--- src/sv/tslnv_pkg.sv ---
package tslnv_pkg;

   // Default sizes of the line counter and the printed number
   localparam int MAX_DIGITS_DEF = 8;
   localparam int MIN_WIDTH_DEF  = 6;

   // Entries in the command queue between front and back
   localparam int QUEUE_DEPTH = 2;

   // Register indexes of the configuration port
   localparam logic [2:0] REG_NUMBER_LINES       = 3'd0;
   localparam logic [2:0] REG_SKIP_BLANK_NUMBERS = 3'd1;
   localparam logic [2:0] REG_SQUEEZE_BLANKS     = 3'd2;
   localparam logic [2:0] REG_MARK_LINE_ENDS     = 3'd3;
   localparam logic [2:0] REG_MARK_TABS          = 3'd4;
   localparam logic [2:0] REG_MARK_NONPRINTING   = 3'd5;

   // Character codes
   localparam logic [7:0] CH_TAB    = 8'h09;
   localparam logic [7:0] CH_NL     = 8'h0A;
   localparam logic [7:0] CH_SPACE  = 8'h20;
   localparam logic [7:0] CH_DOLLAR = 8'h24;
   localparam logic [7:0] CH_DASH   = 8'h2D;
   localparam logic [7:0] CH_ZERO   = 8'h30;
   localparam logic [7:0] CH_QUEST  = 8'h3F;
   localparam logic [7:0] CH_AT     = 8'h40;
   localparam logic [7:0] CH_UPPER_I = 8'h49;
   localparam logic [7:0] CH_UPPER_M = 8'h4D;
   localparam logic [7:0] CH_CARET  = 8'h5E;
   localparam logic [7:0] CH_DEL    = 8'h7F;

   typedef struct packed {
      logic number_lines;
      logic skip_blank_numbers;
      logic squeeze_blanks;
      logic mark_line_ends;
      logic mark_tabs;
      logic mark_nonprinting;
   } cfg_type;

   // Bytes that follow the line number for one input byte
   typedef struct packed {
      logic [3:0][7:0] bytes;   // bytes[0] goes out first
      logic [2:0]      len;     // 1 to 4
   } body_type;

   // One queued command, apart from the counter snapshot
   typedef struct packed {
      logic     num;            // print the line number first
      body_type body;
   } cmd_type;

   // Expand one input byte into its displayed form
   function automatic body_type expand_byte(input logic [7:0] b, input cfg_type cfg);
      body_type   r;
      logic [7:0] low;
      logic [2:0] n;
      r.bytes = '0;
      r.len   = 3'd1;
      low     = {1'b0, b[6:0]};
      n       = 3'd0;
      if (b == CH_NL) begin
         if (cfg.mark_line_ends) begin
            r.bytes[0] = CH_DOLLAR;
            r.bytes[1] = CH_NL;
            r.len      = 3'd2;
         end else begin
            r.bytes[0] = CH_NL;
         end
      end else if (b == CH_TAB) begin
         if (cfg.mark_tabs) begin
            r.bytes[0] = CH_CARET;
            r.bytes[1] = CH_UPPER_I;
            r.len      = 3'd2;
         end else begin
            r.bytes[0] = CH_TAB;
         end
      end else if (!cfg.mark_nonprinting) begin
         r.bytes[0] = b;
      end else begin
         // high bytes get the M- prefix, then the low seven bits
         if (b[7]) begin
            r.bytes[0] = CH_UPPER_M;
            r.bytes[1] = CH_DASH;
            n          = 3'd2;
         end
         if (low < CH_SPACE) begin
            r.bytes[n[1:0]]        = CH_CARET;
            r.bytes[n[1:0] + 2'd1] = low + CH_AT;
            r.len                  = n + 3'd2;
         end else if (low == CH_DEL) begin
            r.bytes[n[1:0]]        = CH_CARET;
            r.bytes[n[1:0] + 2'd1] = CH_QUEST;
            r.len                  = n + 3'd2;
         end else begin
            r.bytes[n[1:0]] = low;
            r.len           = n + 3'd1;
         end
      end
      return r;
   endfunction

endpackage

--- src/sv/tslnv_front.sv ---
module tslnv_front #(
   parameter int MAX_DIGITS = tslnv_pkg::MAX_DIGITS_DEF,
   parameter int SIG_W      = $clog2(MAX_DIGITS + 1)
) (
   input  logic                    clock,
   input  logic                    reset,
   input  tslnv_pkg::cfg_type      cfg,
   input  logic                    in_valid,
   output logic                    in_ready,
   input  logic [7:0]              in_byte,
   output logic                    cmd_valid,
   input  logic                    cmd_ready,
   output tslnv_pkg::cmd_type      cmd,
   output logic [MAX_DIGITS*4-1:0] cmd_digits,
   output logic [SIG_W-1:0]        cmd_sig
);

   localparam int DW = MAX_DIGITS * 4;

   logic [MAX_DIGITS-1:0][3:0] digits_ff, digits_in;
   logic                       sol_ff, sol_in;
   logic                       blank_ff, blank_in;

   logic accept;
   logic is_nl;
   logic blank;
   logic squeeze;
   logic num;
   logic all_nine;
   logic carry;

   // Classify the incoming byte
   assign accept  = in_valid && in_ready;
   assign is_nl   = (in_byte == tslnv_pkg::CH_NL);
   assign blank   = sol_ff && is_nl;
   assign squeeze = cfg.squeeze_blanks && blank && blank_ff;
   assign num     = sol_ff && cfg.number_lines && !(cfg.skip_blank_numbers && blank);

   assign in_ready  = cmd_ready;
   assign cmd_valid = in_valid && !squeeze;

   assign cmd.num    = num;
   assign cmd.body   = tslnv_pkg::expand_byte(in_byte, cfg);
   assign cmd_digits = digits_ff;

   // Count significant digits of the current line number
   always_comb begin
      cmd_sig = SIG_W'(1);
      for (int k = 0; k < MAX_DIGITS; k++) begin
         if (digits_ff[k] != 4'd0) begin
            cmd_sig = SIG_W'(k + 1);
         end
      end
   end

   // Advance the decimal counter on each numbered line, holding at all nines
   always_comb begin
      all_nine  = 1'b1;
      carry     = 1'b1;
      digits_in = digits_ff;
      for (int k = 0; k < MAX_DIGITS; k++) begin
         if (digits_ff[k] != 4'd9) begin
            all_nine = 1'b0;
         end
      end
      for (int k = 0; k < MAX_DIGITS; k++) begin
         if (carry) begin
            if (digits_ff[k] >= 4'd9) begin
               digits_in[k] = 4'd0;
            end else begin
               digits_in[k] = digits_ff[k] + 4'd1;
               carry        = 1'b0;
            end
         end
      end
      if (all_nine || !(accept && !squeeze && num)) begin
         digits_in = digits_ff;
      end
   end

   // Track line start and blank line state
   always_comb begin
      sol_in   = sol_ff;
      blank_in = blank_ff;
      if (accept && !squeeze) begin
         sol_in   = is_nl;
         blank_in = blank;
      end
   end

   always_ff @(posedge clock) begin
      if (reset) begin
         digits_ff <= DW'(1);
         sol_ff    <= 1'b1;
         blank_ff  <= 1'b0;
      end else begin
         digits_ff <= digits_in;
         sol_ff    <= sol_in;
         blank_ff  <= blank_in;
      end
   end

endmodule

--- src/sv/tslnv_queue.sv ---
module tslnv_queue #(
   parameter int DATA_W = 8,
   parameter int DEPTH  = tslnv_pkg::QUEUE_DEPTH
) (
   input  logic              clock,
   input  logic              reset,
   input  logic              push_valid,
   output logic              push_ready,
   input  logic [DATA_W-1:0] push_data,
   output logic              pop_valid,
   input  logic              pop_ready,
   output logic [DATA_W-1:0] pop_data
);

   localparam int PTR_W = (DEPTH > 1) ? $clog2(DEPTH) : 1;
   localparam int CNT_W = $clog2(DEPTH + 1);

   logic [DATA_W-1:0] entry_ff [DEPTH];
   logic [PTR_W-1:0]  wr_ptr_ff, wr_ptr_in;
   logic [PTR_W-1:0]  rd_ptr_ff, rd_ptr_in;
   logic [CNT_W-1:0]  count_ff, count_in;

   logic push;
   logic pop;

   assign push_ready = (count_ff != CNT_W'(DEPTH));
   assign pop_valid  = (count_ff != '0);
   assign pop_data   = entry_ff[rd_ptr_ff];
   assign push       = push_valid && push_ready;
   assign pop        = pop_valid && pop_ready;

   // Advance pointers and occupancy
   always_comb begin
      wr_ptr_in = wr_ptr_ff;
      rd_ptr_in = rd_ptr_ff;
      count_in  = count_ff;
      if (push) begin
         wr_ptr_in = (wr_ptr_ff == PTR_W'(DEPTH - 1)) ? '0 : wr_ptr_ff + PTR_W'(1);
      end
      if (pop) begin
         rd_ptr_in = (rd_ptr_ff == PTR_W'(DEPTH - 1)) ? '0 : rd_ptr_ff + PTR_W'(1);
      end
      if (push && !pop) begin
         count_in = count_ff + CNT_W'(1);
      end else if (pop && !push) begin
         count_in = count_ff - CNT_W'(1);
      end
   end

   always_ff @(posedge clock) begin
      if (reset) begin
         wr_ptr_ff <= '0;
         rd_ptr_ff <= '0;
         count_ff  <= '0;
      end else begin
         wr_ptr_ff <= wr_ptr_in;
         rd_ptr_ff <= rd_ptr_in;
         count_ff  <= count_in;
      end
   end

   // Store pushed entries
   always_ff @(posedge clock) begin
      if (push) begin
         entry_ff[wr_ptr_ff] <= push_data;
      end
   end

endmodule

--- src/sv/tslnv_back.sv ---
module tslnv_back #(
   parameter int MAX_DIGITS = tslnv_pkg::MAX_DIGITS_DEF,
   parameter int MIN_WIDTH  = tslnv_pkg::MIN_WIDTH_DEF,
   parameter int SIG_W      = $clog2(MAX_DIGITS + 1)
) (
   input  logic                    clock,
   input  logic                    reset,
   input  logic                    cmd_valid,
   output logic                    cmd_ready,
   input  tslnv_pkg::cmd_type      cmd,
   input  logic [MAX_DIGITS*4-1:0] cmd_digits,
   input  logic [SIG_W-1:0]        cmd_sig,
   output logic                    out_valid,
   input  logic                    out_ready,
   output logic [7:0]              out_byte,
   output logic                    out_last
);

   localparam int WMAX  = (MAX_DIGITS > MIN_WIDTH) ? MAX_DIGITS : MIN_WIDTH;
   localparam int CNT_W = $clog2(WMAX + 6);
   localparam int IDX_W = (MAX_DIGITS > 1) ? $clog2(MAX_DIGITS) : 1;

   logic [CNT_W-1:0] cnt_ff, cnt_in;
   logic             out_valid_ff, out_valid_in;
   logic [7:0]       out_byte_ff, out_byte_in;
   logic             out_last_ff, out_last_in;

   logic             load;
   logic             step;
   logic             last;
   logic [CNT_W-1:0] sig;
   logic [CNT_W-1:0] width;
   logic [CNT_W-1:0] num_len;
   logic [CNT_W-1:0] total;
   logic [CNT_W-1:0] pos;
   logic [CNT_W-1:0] body_idx;
   logic [IDX_W-1:0] dig_idx;
   logic [3:0]       digit;
   logic [7:0]       gen_byte;

   // Size the current command
   assign sig     = CNT_W'(cmd_sig);
   assign width   = (sig > CNT_W'(MIN_WIDTH)) ? sig : CNT_W'(MIN_WIDTH);
   assign num_len = cmd.num ? width + CNT_W'(1) : '0;
   assign total   = num_len + CNT_W'(cmd.body.len);
   assign last    = (cnt_ff == total - CNT_W'(1));

   // Pick the byte at the current step
   assign pos      = width - CNT_W'(1) - cnt_ff;
   assign dig_idx  = pos[IDX_W-1:0];
   assign digit    = cmd_digits[dig_idx*4 +: 4];
   assign body_idx = cnt_ff - num_len;

   always_comb begin
      if (cmd.num && (cnt_ff < width)) begin
         gen_byte = (pos >= sig) ? tslnv_pkg::CH_SPACE : tslnv_pkg::CH_ZERO + {4'd0, digit};
      end else if (cmd.num && (cnt_ff == width)) begin
         gen_byte = tslnv_pkg::CH_TAB;
      end else begin
         gen_byte = cmd.body.bytes[body_idx[1:0]];
      end
   end

   // Emit one beat per cycle while the output register is free
   assign load      = !out_valid_ff || out_ready;
   assign step      = load && cmd_valid;
   assign cmd_ready = step && last;

   always_comb begin
      cnt_in       = cnt_ff;
      out_valid_in = out_valid_ff;
      out_byte_in  = out_byte_ff;
      out_last_in  = out_last_ff;
      if (load) begin
         out_valid_in = cmd_valid;
         out_byte_in  = gen_byte;
         out_last_in  = last;
      end
      if (step) begin
         cnt_in = last ? '0 : cnt_ff + CNT_W'(1);
      end
   end

   always_ff @(posedge clock) begin
      if (reset) begin
         cnt_ff       <= '0;
         out_valid_ff <= 1'b0;
      end else begin
         cnt_ff       <= cnt_in;
         out_valid_ff <= out_valid_in;
      end
   end

   always_ff @(posedge clock) begin
      out_byte_ff <= out_byte_in;
      out_last_ff <= out_last_in;
   end

   assign out_valid = out_valid_ff;
   assign out_byte  = out_byte_ff;
   assign out_last  = out_last_ff;

`ifndef SYNTHESIS
   a_cnt_in_range : assert property (@(posedge clock) disable iff (reset)
      cmd_valid |-> (cnt_ff < total))
      else $error("step count beyond command length");

   a_cnt_idle_zero : assert property (@(posedge clock) disable iff (reset)
      !cmd_valid |-> (cnt_ff == '0))
      else $error("step count left over without a command");

   a_pop_marks_last : assert property (@(posedge clock) disable iff (reset)
      cmd_ready |=> (out_valid_ff && out_last_ff))
      else $error("command retired without a last beat");
`endif

endmodule

--- src/sv/text_stream_line_numberer_visualizer.sv ---
// Cooked text output filter. Each byte accepted on the req_ stream yields
// zero or more bytes on the rsp_ stream, with tlast on the final byte that
// the input byte caused; squeezed blank lines yield nothing. Line numbers,
// '$' line-end marks, ^I tabs and ^X / M- notation are enabled through six
// one-bit registers at byte addresses 0x00 to 0x14; write them only while
// the block is idle. The front classifies and counts lines at one byte per
// cycle while the queue has room and hands commands through a two-entry
// queue to the back, which emits one output byte per cycle while rsp_tready
// allows. An input byte expands to one output byte for plain text, two to
// four for marked bytes, plus max(digits, MIN_WIDTH) + 1 at a numbered
// line start; the output register is the limit on sustained rate.
module text_stream_line_numberer_visualizer #(
   parameter int MAX_DIGITS = tslnv_pkg::MAX_DIGITS_DEF,
   parameter int MIN_WIDTH  = tslnv_pkg::MIN_WIDTH_DEF
) (
   input  logic        clock,
   input  logic        reset,
   // input stream
   input  logic        req_tvalid,
   output logic        req_tready,
   input  logic [7:0]  req_tdata,     // [7:0] in_byte
   // result stream
   output logic        rsp_tvalid,
   input  logic        rsp_tready,
   output logic [7:0]  rsp_tdata,     // [7:0] out_byte
   output logic        rsp_tlast,     // last_of_run
   // configuration
   input  logic        csr_psel,
   input  logic        csr_penable,
   input  logic        csr_pwrite,
   input  logic [4:0]  csr_paddr,
   input  logic [31:0] csr_pwdata,
   output logic [31:0] csr_prdata,
   output logic        csr_pready
);

   localparam int SIG_W  = $clog2(MAX_DIGITS + 1);
   localparam int DIG_W  = MAX_DIGITS * 4;
   localparam int CMD_W  = $bits(tslnv_pkg::cmd_type);
   localparam int Q_W    = CMD_W + DIG_W + SIG_W;

   tslnv_pkg::cfg_type cfg_ff, cfg_in;

   logic [2:0] reg_idx;
   logic       wr_en;

   logic                 f_valid;
   logic                 f_ready;
   tslnv_pkg::cmd_type   f_cmd;
   logic [DIG_W-1:0]     f_digits;
   logic [SIG_W-1:0]     f_sig;
   logic [Q_W-1:0]       q_in_data;
   logic [Q_W-1:0]       q_out_data;
   logic                 b_valid;
   logic                 b_ready;
   tslnv_pkg::cmd_type   b_cmd;
   logic [DIG_W-1:0]     b_digits;
   logic [SIG_W-1:0]     b_sig;

   // Register writes and reads
   assign csr_pready = 1'b1;
   assign reg_idx    = csr_paddr[4:2];
   assign wr_en      = csr_psel && csr_penable && csr_pwrite && csr_pready;

   always_comb begin
      cfg_in = cfg_ff;
      if (wr_en) begin
         unique case (reg_idx)
            tslnv_pkg::REG_NUMBER_LINES:       cfg_in.number_lines       = csr_pwdata[0];
            tslnv_pkg::REG_SKIP_BLANK_NUMBERS: cfg_in.skip_blank_numbers = csr_pwdata[0];
            tslnv_pkg::REG_SQUEEZE_BLANKS:     cfg_in.squeeze_blanks     = csr_pwdata[0];
            tslnv_pkg::REG_MARK_LINE_ENDS:     cfg_in.mark_line_ends     = csr_pwdata[0];
            tslnv_pkg::REG_MARK_TABS:          cfg_in.mark_tabs          = csr_pwdata[0];
            tslnv_pkg::REG_MARK_NONPRINTING:   cfg_in.mark_nonprinting   = csr_pwdata[0];
            default:                           cfg_in = cfg_ff;
         endcase
      end
   end

   always_comb begin
      unique case (reg_idx)
         tslnv_pkg::REG_NUMBER_LINES:       csr_prdata = {31'd0, cfg_ff.number_lines};
         tslnv_pkg::REG_SKIP_BLANK_NUMBERS: csr_prdata = {31'd0, cfg_ff.skip_blank_numbers};
         tslnv_pkg::REG_SQUEEZE_BLANKS:     csr_prdata = {31'd0, cfg_ff.squeeze_blanks};
         tslnv_pkg::REG_MARK_LINE_ENDS:     csr_prdata = {31'd0, cfg_ff.mark_line_ends};
         tslnv_pkg::REG_MARK_TABS:          csr_prdata = {31'd0, cfg_ff.mark_tabs};
         tslnv_pkg::REG_MARK_NONPRINTING:   csr_prdata = {31'd0, cfg_ff.mark_nonprinting};
         default:                           csr_prdata = 32'd0;
      endcase
   end

   always_ff @(posedge clock) begin
      if (reset) begin
         cfg_ff <= '0;
      end else begin
         cfg_ff <= cfg_in;
      end
   end

   tslnv_front #(
      .MAX_DIGITS (MAX_DIGITS),
      .SIG_W      (SIG_W)
   ) u_front (
      .clock      (clock),
      .reset      (reset),
      .cfg        (cfg_ff),
      .in_valid   (req_tvalid),
      .in_ready   (req_tready),
      .in_byte    (req_tdata),
      .cmd_valid  (f_valid),
      .cmd_ready  (f_ready),
      .cmd        (f_cmd),
      .cmd_digits (f_digits),
      .cmd_sig    (f_sig)
   );

   // Pack command and counter snapshot for the queue
   assign q_in_data = {f_cmd, f_digits, f_sig};
   assign {b_cmd, b_digits, b_sig} = q_out_data;

   tslnv_queue #(
      .DATA_W (Q_W),
      .DEPTH  (tslnv_pkg::QUEUE_DEPTH)
   ) u_queue (
      .clock      (clock),
      .reset      (reset),
      .push_valid (f_valid),
      .push_ready (f_ready),
      .push_data  (q_in_data),
      .pop_valid  (b_valid),
      .pop_ready  (b_ready),
      .pop_data   (q_out_data)
   );

   tslnv_back #(
      .MAX_DIGITS (MAX_DIGITS),
      .MIN_WIDTH  (MIN_WIDTH),
      .SIG_W      (SIG_W)
   ) u_back (
      .clock      (clock),
      .reset      (reset),
      .cmd_valid  (b_valid),
      .cmd_ready  (b_ready),
      .cmd        (b_cmd),
      .cmd_digits (b_digits),
      .cmd_sig    (b_sig),
      .out_valid  (rsp_tvalid),
      .out_ready  (rsp_tready),
      .out_byte   (rsp_tdata),
      .out_last   (rsp_tlast)
   );

endmodule
--- config.mk ---
export PLATFORM = sky130hd
export DESIGN_NAME = text_stream_line_numberer_visualizer
export DESIGN_NICKNAME = d
export VERILOG_FILES = /design/src/sv/tslnv_pkg.sv /design/src/sv/tslnv_front.sv /design/src/sv/tslnv_queue.sv /design/src/sv/tslnv_back.sv /design/src/sv/text_stream_line_numberer_visualizer.sv
export SDC_FILE = /design/constraint.sdc
export NUM_CORES = 1
export LEC_CHECK = 0
export BUFFER_PORTS_ARGS = -buffer_cell sky130_fd_sc_hd__buf_2
export CAP_MARGIN = 40
export CORE_ASPECT_RATIO = 1.25
export CORE_MARGIN = 1
export CORE_UTILIZATION = 44
export CTS_CLUSTER_SIZE = 24
export DETAILED_ROUTE_END_ITERATION = 8
export SLEW_MARGIN = 40
export SYNTH_ARGS = -nofsm -noshare
export SYNTH_HDL_FRONTEND = slang
export SYNTH_SLANG_ARGS = --single-unit
export TNS_END_PERCENT = 50
--- constraint.sdc ---
create_clock -name clock -period 5.3 [get_ports clock]
set_input_delay 0.53 -clock clock [delete_from_list [all_inputs] [get_ports clock]]
set_output_delay 0.53 -clock clock [all_outputs]
set_load 0.05 [all_outputs]
# Word level (Yosys, flattened, before mapping)
# Memories as Yosys holds them, arrays and structs flattened. A register that Yosys moved wholly into a read port is not among the register bits.
# Index checks and enable logic that the tools add are counted.
# op_classes
add_sub_neg	24
n_lt_le_gt_ge	17
eq_ne	19
n_shift	1
mux	82
bitwise	7
n_reduce_logical	53
# op_table
op	n
16-bit 2-to-1 mux	5
35-bit 2-to-1 mux	2
32-bit bitwise mux	2
8-bit 2-to-1 mux	7
4-bit 2-to-1 mux	13
4-bit by 1-bit adder with 4-bit output (second input constant)	10
19-bit 2-to-1 mux	2
8-bit demux with 2-bit select	2
4-bit greater-or-equal comparator (second input constant)	8
4-bit != test (second input constant)	8
32-bit by 6-bit variable part select with 4-bit output	1
4-bit nonzero test	7
1-bit 2-to-1 mux	27
2-bit AND reduction	13
24-bit 2-to-1 mux	1
3-bit 2-to-1 mux	8
24-bit bitwise OR	1
1-bit logical AND	22
10-bit by 20-bit bitwise OR with 20-bit output	1
8-bit binary-select mux with 2-bit select	1
8-bit by 4-bit == test with 1-bit output (second input constant)	2
14-bit 2-to-1 mux	1
2-bit 2-to-1 mux	7
7-bit 2-to-1 mux	2
other kinds (34)	50
# totals
register_bits	58
ram_bits	144
input_bits	52
output_inout_bits	44
memories	1
# mem_list
name	depth	word_bits	rd	rd_ports_with_merged_regs	write_ports	line_no	source
u_queue.entry_ff	2	72	1	1	1	tslnv_queue.sv:18	logic [DATA_W-1:0] entry_ff [DEPTH];

# Logic depth before layout (Yosys ltp)
# depth
word_depth	16
ltp_mapped	24
ltp_nobuf	20

# By module
# A second synthesis with hierarchy kept.
# unflattened
cells_unflattened	846
hier_area_um2	10373.7
# modules_own_cells
module	n_inst	cells_per_inst	area_per_inst_um2
tslnv_queue	1	248	5402.7
tslnv_front	1	368	2713.9
tslnv_back	1	162	1662.8
text_stream_line_numberer_visualizer	1	68	594.3

# Worst setup path before layout
# OpenSTA, ideal clock, no wires.
# synth_path
path_type	reg2reg
startpoint	register (tool-made name)
endpoint	register u_queue.count_ff[1]
setup_ns	0.070
t_arrival_ns	5.096
required_time_ns	5.230
slack_ns	0.133
stages_incl_launch_ff	24
n_path_buf	5
synth_period_minus_slack_ns	5.167
cell_sequence	dfxtp_1 > buf_2 > buf_4 > buf_4 > buf_4 > buf_2 > mux2i_1 > nand2_1 > ha_1 > and2_1 > clkinv_1 > ha_1 > inv_1 > ha_1 > inv_1 > fa_1 > xor2_1 > o211ai_1 > or4_1 > mux2i_1 > inv_1 > ha_1 > or3_1 > a21oi_1
# synth_lines
element	line_no	source
to (signal assigned)	tslnv_queue.sv:58	count_ff <= count_in;
to (decl)	tslnv_queue.sv:21	logic [CNT_W-1:0] count_ff, count_in;

==> results by group <==
Outcome
  – Status: finished clean

STA
  – Final critical-path required period: 4.927 ns
  – Fmax achieved: 203.0 MHz
  – Final slew viol count: 0
  – Worst-Margin Slew: 0.7728 ns
  – Final setup viols: 0
  – Setup tns final: 0 ns
  – Period utilisation layout: 92.97%
  – Final hold slack: 0.3516 ns
  – RSZ-0062 raised after global routing: no
  – Max-Slew Margin vs Limit: 47.94%
  – Worst Clk Skew: 0.01489 ns
  – Fin. Hold Viols: 0

Power
  – Peak supply drop: 325.6 uV
  – Pwr dens: 503.6 nW/um^2
  – Leakage power: 4.044 nW

Placed design
  – Port bufs: 30
  – DP HPWL: 15410 microns
  – GPL Wtd Cong: 0.8580

Yosys
  – Primary FF master, synth: edfxtp_1
  – Async SR Flop Fraction: 0%
  – Syn avg cell area: 12.41 sq um
  – EDFF count, synth: 151
  – Synth warn: 0
  – Synth cell types: 74
  – #FFs+latches synth: 201
  – Post-synthesis sequential area ratio: 54.99%
  – Post-Synthesis Cells: 811
  – Post-synthesis instance area: 10070 sq um

Layout
  – Core Util, Final: 49.86%
  – # diodes: 0
  – Nets: 954
  – Area Growth Syn to Fin: 10.76%
  – Layout cell share with drive strength beyond 1: 15.78%

Global route
  – Pin count of the biggest net entering global routing: 45
  – Most Used Layer, Global Route: met2
  – Global route overflow: 0
  – Global Route Usage Sum: 19.26%
  – First-pass GRT wire length: 34270 microns
  – Met3 track utilization from global routing: 2.222%
  – Initial antenna violation count: 0
  – Met2 usage: 35.60%
  – GRT met1 Usage: 22.58%
  – Number of global-route vias before repair: 6316

Setup path
  – Critical path, cell by cell: mux2_2 -> o21a_1 -> ha_1 -> and2_1 -> clkinv_1 -> ha_1 -> inv_1 -> ha_1 -> inv_1 -> fa_1 -> xor2_1 -> o211ai_1 -> or4_1 -> mux2i_1 -> inv_1 -> ha_1 -> or3_1 -> a21oi_1
  – Crit path DAT: 5.34 ns
  – CP max-delay cell: fa_1
  – Maximum net fanout on the critical path: 9
  – CP max stage delay: 0.50 ns
  – Req. time, crit path: 5.71 ns
  – Crit path kind: reg2reg
  – Critical Path Most Common Cell: ha_1
  – CP Capture Type: flip-flop
  – Startpoint Class: flip-flop

Clock tree
  – Reg clk slew, reported paths: 0.06 ns
  – Longest Clk Path Bufs: 3
  – CTS Sinks: 201
  – # Post-CTS Setup Buffers: 0
  – H-tree levels: 1
  – Clk_lat worst skew: 0.49 ns
  – Hold-fix buffers, CTS: 0
  – Gates resized, CTS repair: 0
  – CTS buffer count: 21
  – CTS Root Cell: clkbuf_16
  – CTS tree: done

Drt
  – Vias after detailed routing: 6305
  – DRT Wirelength: 21600 microns
  – Initial DRC Count: 417
  – Vias per inst: 5.478
  – Wirelength per Cell: 18.77 microns
  – DRC: 0
  – Final ANT Viol Nets: 0
  – Drt first pass iters: 5

Floorplan
  – Row count: 61
  – Die width: 137.3 microns
  – Core area: 22360 sq um
  – Initial Utilization: 45.01%
  – I/O Pins: 96
  – Die ar.: 23490 sq um
  – Die Height: 171.1 microns

Flow run
  – Max cap viols: 0

Hold path
  – Hold Startpoint: req_tvalid
  – Hold Path Class: in2reg
==> final timing paths <==
path,end,slack (ns),cells past startpoint
hold / removal,u_front.sol_ff,0.35,3
setup reg to reg,u_queue.count_ff[1],0.37,18
hold reg to reg,u_front.blank_ff,0.48,2
setup / recovery,u_queue.count_ff[1],0.37,18
==> per-stage QoR <==
stage	cell area (sq um)	power, W	setup slack (ns)	cells
after floorplan	10190	0.003733	0.1335	845
after global placement	10430	0.004231	0.4378	1111
after detailed placement	10490	0.004278	0.4122	1114
after CTS	11150	0.005709	0.3664	1151
after global routing	11150	0.005945	0.1059	1151
final	11150	0.005615	0.3728	1151
==> logic make-up (layout without fill, tap and decap cells) <==
logic type      Yosys count  after routing  share of synthesized area (%)
simple gates            234            234                          12.60
flops                   201            201                          54.99
compound gates          142            142                          8.888
buf+inv                 102            125                          5.270
mux                      62             62                          10.24
fa+ha+maj                48             48                          6.116
xor+xnor                 20             20                          1.815
other cells               2             36                        0.07461
==> layer usage <==
layer	part of all wire [%]	vias to the layer above
met4	3.1	0
met5	0	-
met1	40	3105
met3	3.1	41
met2	54	108
li1	-	3051
==> cell type report <==
class	instances	area [sq um]
Clock buffer	28	561.8
Clock inverter	9	92.59
Fill cell	1996	11210
Inverter	44	165.2
Multi-Input combinational cell	542	4144
Sequential cell	201	5537
Tap cell	283	354.1
Timing Repair Buffer	44	295.3
==> synthesized netlist by cell type (all sizes together), types with 11 or more instances <==
cell type	number	share of area [%]
a21oi	38	1.9
buf	46	3.2
clkbuf	12	0.45
dfxtp	50	9.9
edfxtp	151	45
ha	46	5.7
inv	39	1.5
mux2i	22	2.2
mux4	32	7.2
nand2	46	1.7
nand2b	14	0.87
nand3	30	1.5
nand4	13	0.81
nor2	61	2.3
nor3	17	1.1
o21a	11	0.82
o21ai	39	1.9
==> where the power goes <==
group | internal (W) | leakage [nW] | switching [W] | total (W)
clock network | 0.000839 | 0.324 | 0.000576 | 0.00142
logic | 0.000900 | 1.87 | 0.00123 | 0.00213
registers | 0.00198 | 1.85 | 0.0000908 | 0.00207
==> worst max-delay path: cells and delay by family, from the launching register on <==
kind	cells	cell delay, ns
mux	2	0.76
flops	1	0.41
simple gates	3	1.02
buf+inv	4	0.32
fa+ha+maj	5	1.62
compound gates	3	0.50
xor+xnor	1	0.22
==> sequential cells by signal, summed over array words and instances (netlist names), named ones only <==
signal,cells
u_queue.entry_ff,142
u_front.cmd_digits,32
u_back.out_byte,8
cfg_ff,6
u_back.cnt_ff,4
u_queue.count_ff,2
u_back.out_last,1
u_back.out_valid,1
u_front.blank_ff,1
u_front.sol_ff,1
u_queue.rd_ptr_ff,1
u_queue.wr_ptr_ff,1
==> placed cells by master, fill, tap and decap left out, types with 9 or more instances in the layout <==
cell type / count
nand2_1: 45
o21ai_0: 28
ha_1: 46
nor2_1: 59
clkbuf_16: 21
nand3_1: 29
conb_1: 36
o21a_1: 11
o21ai_1: 10
mux4_2: 32
nor3_1: 14
buf_4: 11
buf_2: 30
xor2_1: 9
inv_1: 39
edfxtp_1: 151
xnor2_1: 10
a21oi_1: 38
dfxtp_1: 49
nand4_1: 13
nand2b_1: 14
mux2i_1: 22
Power figures use the tool's default switching activity.
